--- src/design/assert_macros.svh ---
// Assertion macros shared by the design files.
// No dependencies; include with the bare file name.
`ifndef ASSERT_MACROS_SVH
`define ASSERT_MACROS_SVH

// Clocked assertion, disabled while the active-low reset is asserted.
`define ASSERT_CLK(label, clk, rstn, prop, msg) \
    label: assert property (@(posedge clk) disable iff (!(rstn)) (prop)) \
        else $error(msg);

// Clocked assertion that also holds during reset.
`define ASSERT_ALWAYS(label, clk, prop, msg) \
    label: assert property (@(posedge clk) (prop)) else $error(msg);

`endif

--- src/design/sdfg_fifo.sv ---
// Small result queue that decouples the pipeline from the output handshake.
// No dependencies.
module sdfg_fifo #(
    parameter int WIDTH = 33,
    parameter int DEPTH = 16
) (
    input  logic                     aclk,
    input  logic                     aresetn,
    input  logic                     push,
    input  logic [WIDTH-1:0]         din,
    input  logic                     pop,
    output logic                     valid,
    output logic [WIDTH-1:0]         dout,
    output logic [$clog2(DEPTH+1)-1:0] level
);
    localparam int PW = $clog2(DEPTH);
    localparam int CW = $clog2(DEPTH+1);

    logic [WIDTH-1:0] mem_reg [DEPTH];
    logic [PW-1:0]    wptr_reg, rptr_reg;
    logic [CW-1:0]    count_reg;

    always_ff @(posedge aclk) begin
        if (!aresetn) begin
            wptr_reg  <= '0;
            rptr_reg  <= '0;
            count_reg <= '0;
        end else begin
            if (push) begin
                wptr_reg <= (wptr_reg == PW'(DEPTH-1)) ? '0 : wptr_reg + PW'(1);
            end
            if (pop) begin
                rptr_reg <= (rptr_reg == PW'(DEPTH-1)) ? '0 : rptr_reg + PW'(1);
            end
            count_reg <= count_reg + CW'(push) - CW'(pop);
        end
    end

    always_ff @(posedge aclk) begin
        if (push) begin
            mem_reg[wptr_reg] <= din;
        end
    end

    assign valid = count_reg != '0;
    assign dout  = mem_reg[rptr_reg];
    assign level = count_reg;
endmodule

--- config.mk ---
export PLATFORM = sky130hd
export DESIGN_NAME = sdfg_fifo
export DESIGN_NICKNAME = d
export VERILOG_FILES = /design/src/design/assert_macros.svh /design/src/design/sdfg_fifo.sv
export SDC_FILE = /design/constraint.sdc
export NUM_CORES = 1
export LEC_CHECK = 0
export BUFFER_PORTS_ARGS = -buffer_cell sky130_fd_sc_hd__buf_2
export CAP_MARGIN = 5
export CORE_AREA = 2 2 223 225
export CTS_CLUSTER_SIZE = 25
export DETAILED_ROUTE_END_ITERATION = 16
export DIE_AREA = 0 0 225 227
export GPL_TIMING_DRIVEN = 0
export SLEW_MARGIN = 40
export SYNTH_ARGS = -nofsm -noshare
export SYNTH_HDL_FRONTEND = slang
export SYNTH_SLANG_ARGS = --single-unit
export TNS_END_PERCENT = 30
--- constraint.sdc ---
create_clock -name aclk -period 2.6 [get_ports aclk]
set_clock_uncertainty 0.2 [all_clocks]
set_input_delay 0.13 -clock aclk [delete_from_list [all_inputs] [get_ports aclk]]
set_output_delay 0.13 -clock aclk [all_outputs]
set_load 0.1 [all_outputs]
; Word level (Yosys, flattened, before mapping)
; Memories as Yosys holds them, arrays and structs flattened. A register that Yosys moved wholly into a read port is not among the register bits.
; Cells that the tools add are included.
[op_classes]
n_reduce_logical = 1
addsub = 4
muxes = 6
n_eq_ne = 2
[ops]
columns = operator, n
row1 = $mux W4, 4
row2 = $add A4 B1 Y4 const B, 2
row3 = $eq A4 B4 Y1 const B, 2
row4 = $add A5 B1 Y5, 1
row5 = $reduce_bool A5 Y1, 1
row6 = $sub A5 B1 Y5, 1
row7 = $mux W1, 2
[word_totals]
n_memories = 1
input_bits = 37
mem_bits_rw = 528
output_inout_bits = 39
elab_cells = 17
regBits = 13
[memory_table]
columns = name, words, width, rd, rd_ports_with_merged_regs, wr, line
row1 = mem_reg, 16, 33, 1, 1, 1, sdfg_fifo.sv:19  ; logic [WIDTH-1:0] mem_reg [DEPTH];

; Logic depth before layout (Yosys ltp)
[logic_depth]
ltp_word = 4
depth_mapped = 10
ltp_nobuf = 10

; Least setup slack after synthesis
; OpenSTA, ideal clock, no wires.
[synth_timing]
kind = reg2reg
startpoint = register count_reg[0] (netlist: level[0])
endpoint = register count_reg[4] (netlist: level[4])
period_less_slack_ps = 2841
path_buffers = 0
t_required_ps = 2284
path_slack_ps = -241
setup_time_ps = 116
path_stages_with_launch = 11
arrival_time_ps = 2526
path_cell_list = dfxtp_1 -> inv_1 -> ha_1 -> inv_1 -> ha_1 -> inv_1 -> fa_1 -> nand2b_1 -> a21oi_1 -> o21ai_0 -> and3b_1
[synth_via]
elab_chain_cells = 2
[synth_rtl]
columns = item, line
row1 = from (decl), sdfg_fifo.sv:21  ; logic [CW-1:0] count_reg;
row2 = from (signal assigned), sdfg_fifo.sv:35  ; count_reg <= count_reg + CW'(push) - CW'(pop);
row3 = $add A5 B1 Y5, sdfg_fifo.sv:35
row4 = $sub A5 B1 Y5, sdfg_fifo.sv:35
; No other way between the ends.
; A chain may end at the register's enable or synchronous reset.

==> metrics <==
CTS Buf Count 55; grt ovf 0; reg2reg start level[0]$_SDFF_PN0_; WHS 0.186 ns; # nets final 1160; Critical Path Start Type flip-flop; Post-Synth XOR/XNOR Area 0.00168; area of the core 48500 um^2; reg-to-reg setup timing slack 0.31 ns; worst r2r path cells 10; adder-cell share of the synthesized area 0.00758; crit share post-route 1.08; CP Cell Sequence buf_8 -> buf_12 -> buf_12 -> mux4_1 -> a22oi_1 -> nand2_1 -> buf_6; Ys Warns 0; # placed instances 1627; Root Buffer clkbuf_16; Max Cap Viol 0; global-route wire length before repair 67.0 mm; Rel. slew slack 0.684; failing checks setup timing; mapped cell area 20800 um^2; reg2reg end level[4]$_SDFF_PN0_; DR WL/cell 26.2 um; CTS tree built; number of global-route vias before repair 10200; status finished with violations; clk slew on worst S/H paths 0.06 ns; crit end category output port; Antenna Cells 0; Reg power frac 0.505; port bufs 75; multi-input logic area 4390 um^2; IO Count 76; Worst Path Required 2.27 ns; f_max 0.358 GHz; Non-Filler Instances 1774; routability congestion estimate 0.729; simple-gate share of the synthesized area 0.0203; post-route ant nets 0; post-route minimum period 2.80 ns; multiplexer share of the synthesized area 0.148; final design utilization 0.516; Pleak 8.10 nW; Iteration-0 DRC Markers 911; crit-path max cell delay 0.57 ns; Initial Utilization 0.429; Max H-tree Level 2; largest net degree at the start of global routing 27; Fillers 3707; RSZ-0062 raised after global routing true; Worst EP arrival 2.47 ns; GR Util All Layers 0.183; Slew @ Worst Pin 0.474 ns; layout cells sized above 1 0.327; DRT Pass-1 Iters 7; Cells on Worst Hold Path 3; number of antenna violations at the first check in global routing 1; internal power 0.0148 W; DRT Wirelength 46.5 mm; commonest non-fill, non-tap cell in the layout edfxtp_1; Mapped Cells 914; Setup WS post-layout -0.196 ns; beginning of the worst hold path aresetn; Worst path slowest cell mux4_1; worst vdd ir 0.000524 V; Setup CP Type flip-flop to output port; compound-gate portion of the synthesized area 0.0267; power after layout 0.0194 W; Distinct cells, synth 32; setup_tns -4.88 ns; die area 51100 um^2; area grow syn2layout 20.5%; largest family of logic cells by synthesized area multiplexers; HP Class primary input to flip-flop; sequential area share after synthesis 0.778; DP HPWL 26.9 mm; Worst path most repeated cell buf_12; CTS sink cnt 545; vias per std cell 5.58; #FFs+latches synth 545; max reg flops 528; switching part of the total 0.239; Hold Fails Final Rpt 0; Clock Power Share 0.380; CTS Buffer Depth 3; Worst Hold End level[2]$_SDFF_PN0_; syn nets 963; pwr/cell area 774 nW/um^2; Die X 225 um; row count 81; # DRC 0; most frequent cells in the layout edfxtp_1, mux4_2, clkbuf_16; critical path fanouts, max 10; combinational share of power 0.115; clk_lat worst skew 0.58 ns; DR vias 9899; Slew Viols, Final 0; Mean Syn Cell Area 22.8 um^2; net switching power figure 0.00463 W; final setup violation count 33; Reg area 16200 um^2; Die Y 227 um
power groups by stage:
stage / registers [W] / clock network [W] / logic, W
2_1_floorplan: 0.0102 / 0 / 0.00129
3_3_place_gp: 0.00998 / 0 / 0.00193
3_5_place_dp: 0.00998 / 0 / 0.00198
4_1_cts: 0.00980 / 0.00752 / 0.00215
5_1_grt: 0.00981 / 0.00783 / 0.00236
6_report: 0.00980 / 0.00736 / 0.00223
worst max-delay path, delay by kind of cell, from the launching register on:
kind	cells	cell delay, ns
flip-flops	1	0.33
buffers and inverters	4	0.67
AO/OA/AOI/OAI	1	0.17
multiplexers	1	0.57
AND/OR/NAND/NOR	1	0.13
synthesized netlist by cell type, drive strengths merged:
library cell  instances  share of area
edfxtp              528           0.76
mux4                132           0.15
a22oi                66          0.024
nand2                38         0.0069
and2                 24         0.0072
buf                  24          0.012
clkbuf               23         0.0041
dfxtp                17          0.016
ha                   11         0.0066
inv                  10         0.0018
nand3                 5         0.0012
nor2b                 5         0.0015
o21ai                 5         0.0012
a21oi                 4        0.00096
mux2i                 3         0.0014
nor2                  3        0.00054
xnor2                 3         0.0013
and3                  2        0.00060
and3b                 2        0.00084
nand2b                2        0.00060
a21boi                1        0.00036
a21o                  1        0.00036
fa                    1        0.00096
nand4                 1        0.00030
nor3                  1        0.00024
nor3b                 1        0.00036
xor2                  1        0.00042
metal layers:
| metal | part of all wire | GRT usage | up-vias |
|---|---|---|---|
| met5 | 0.00015 | 0 | - |
| met4 | 0.016 | 0.0438 | 2 |
| met3 | 0.049 | 0.0259 | 54 |
| met2 | 0.49 | 0.304 | 259 |
| met1 | 0.44 | 0.260 | 5323 |
| li1 | - | - | 4261 |
through the flow:
step	area [um^2]	worst slack, ns
global route	25100	-0.298
global placement	22000	-0.672
floorplan	20800	0.0842
CTS	24700	-0.298
detailed placement	22300	-0.214
finish	25100	-0.196
area by class of cell:
type | count | share of cell area
Inverter | 10 | 0.00150
Clock buffer | 73 | 0.0601
Multi-Input combinational cell | 312 | 0.175
Timing Repair Buffer | 140 | 0.0588
Buffer | 47 | 0.0211
Tap cell | 622 | 0.0310
Sequential cell | 545 | 0.646
Clock inverter | 25 | 0.00629
timing repair:
action / 4_1_cts / 5_1_grt
hold buffers: 37 / 0
pin swaps: 1 / 4
cloned: 0 / 4
gates resized for setup: 121 / 63
setup endpoints to repair: 33 / 33
endpoints found under the hold margin: 545 / 0
buffers inserted: 1 / 7
logic make-up (layout without fill, tap and decap cells):
family,count (synthesis),in the layout
buffers and inverters,57,295
xor gates and xnor gates,4,4
AOI/OAI and AO/OA,77,77
and+or+nand+nor,84,84
muxes,135,135
DFF,545,545
adders and majority gates,12,12
worst max-delay path by stage:
stage / start / endpoint / slack [ns] / depth (start not counted)
final: flip-flop / dout[24] / -0.20 / 7
after global routing: flip-flop / dout[24] / -0.30 / 7
after CTS: flip-flop / dout[11] / -0.30 / 6
after detailed placement: flip-flop / dout[24] / -0.21 / 7
after global placement: push / mem_reg[0][15]$_DFFE_PP_ / -0.67 / 4
after floorplan: level[0]$_SDFF_PN0_ / level[4]$_SDFF_PN0_ / 0.08 / 10
Power figures use the tool's default switching activity.
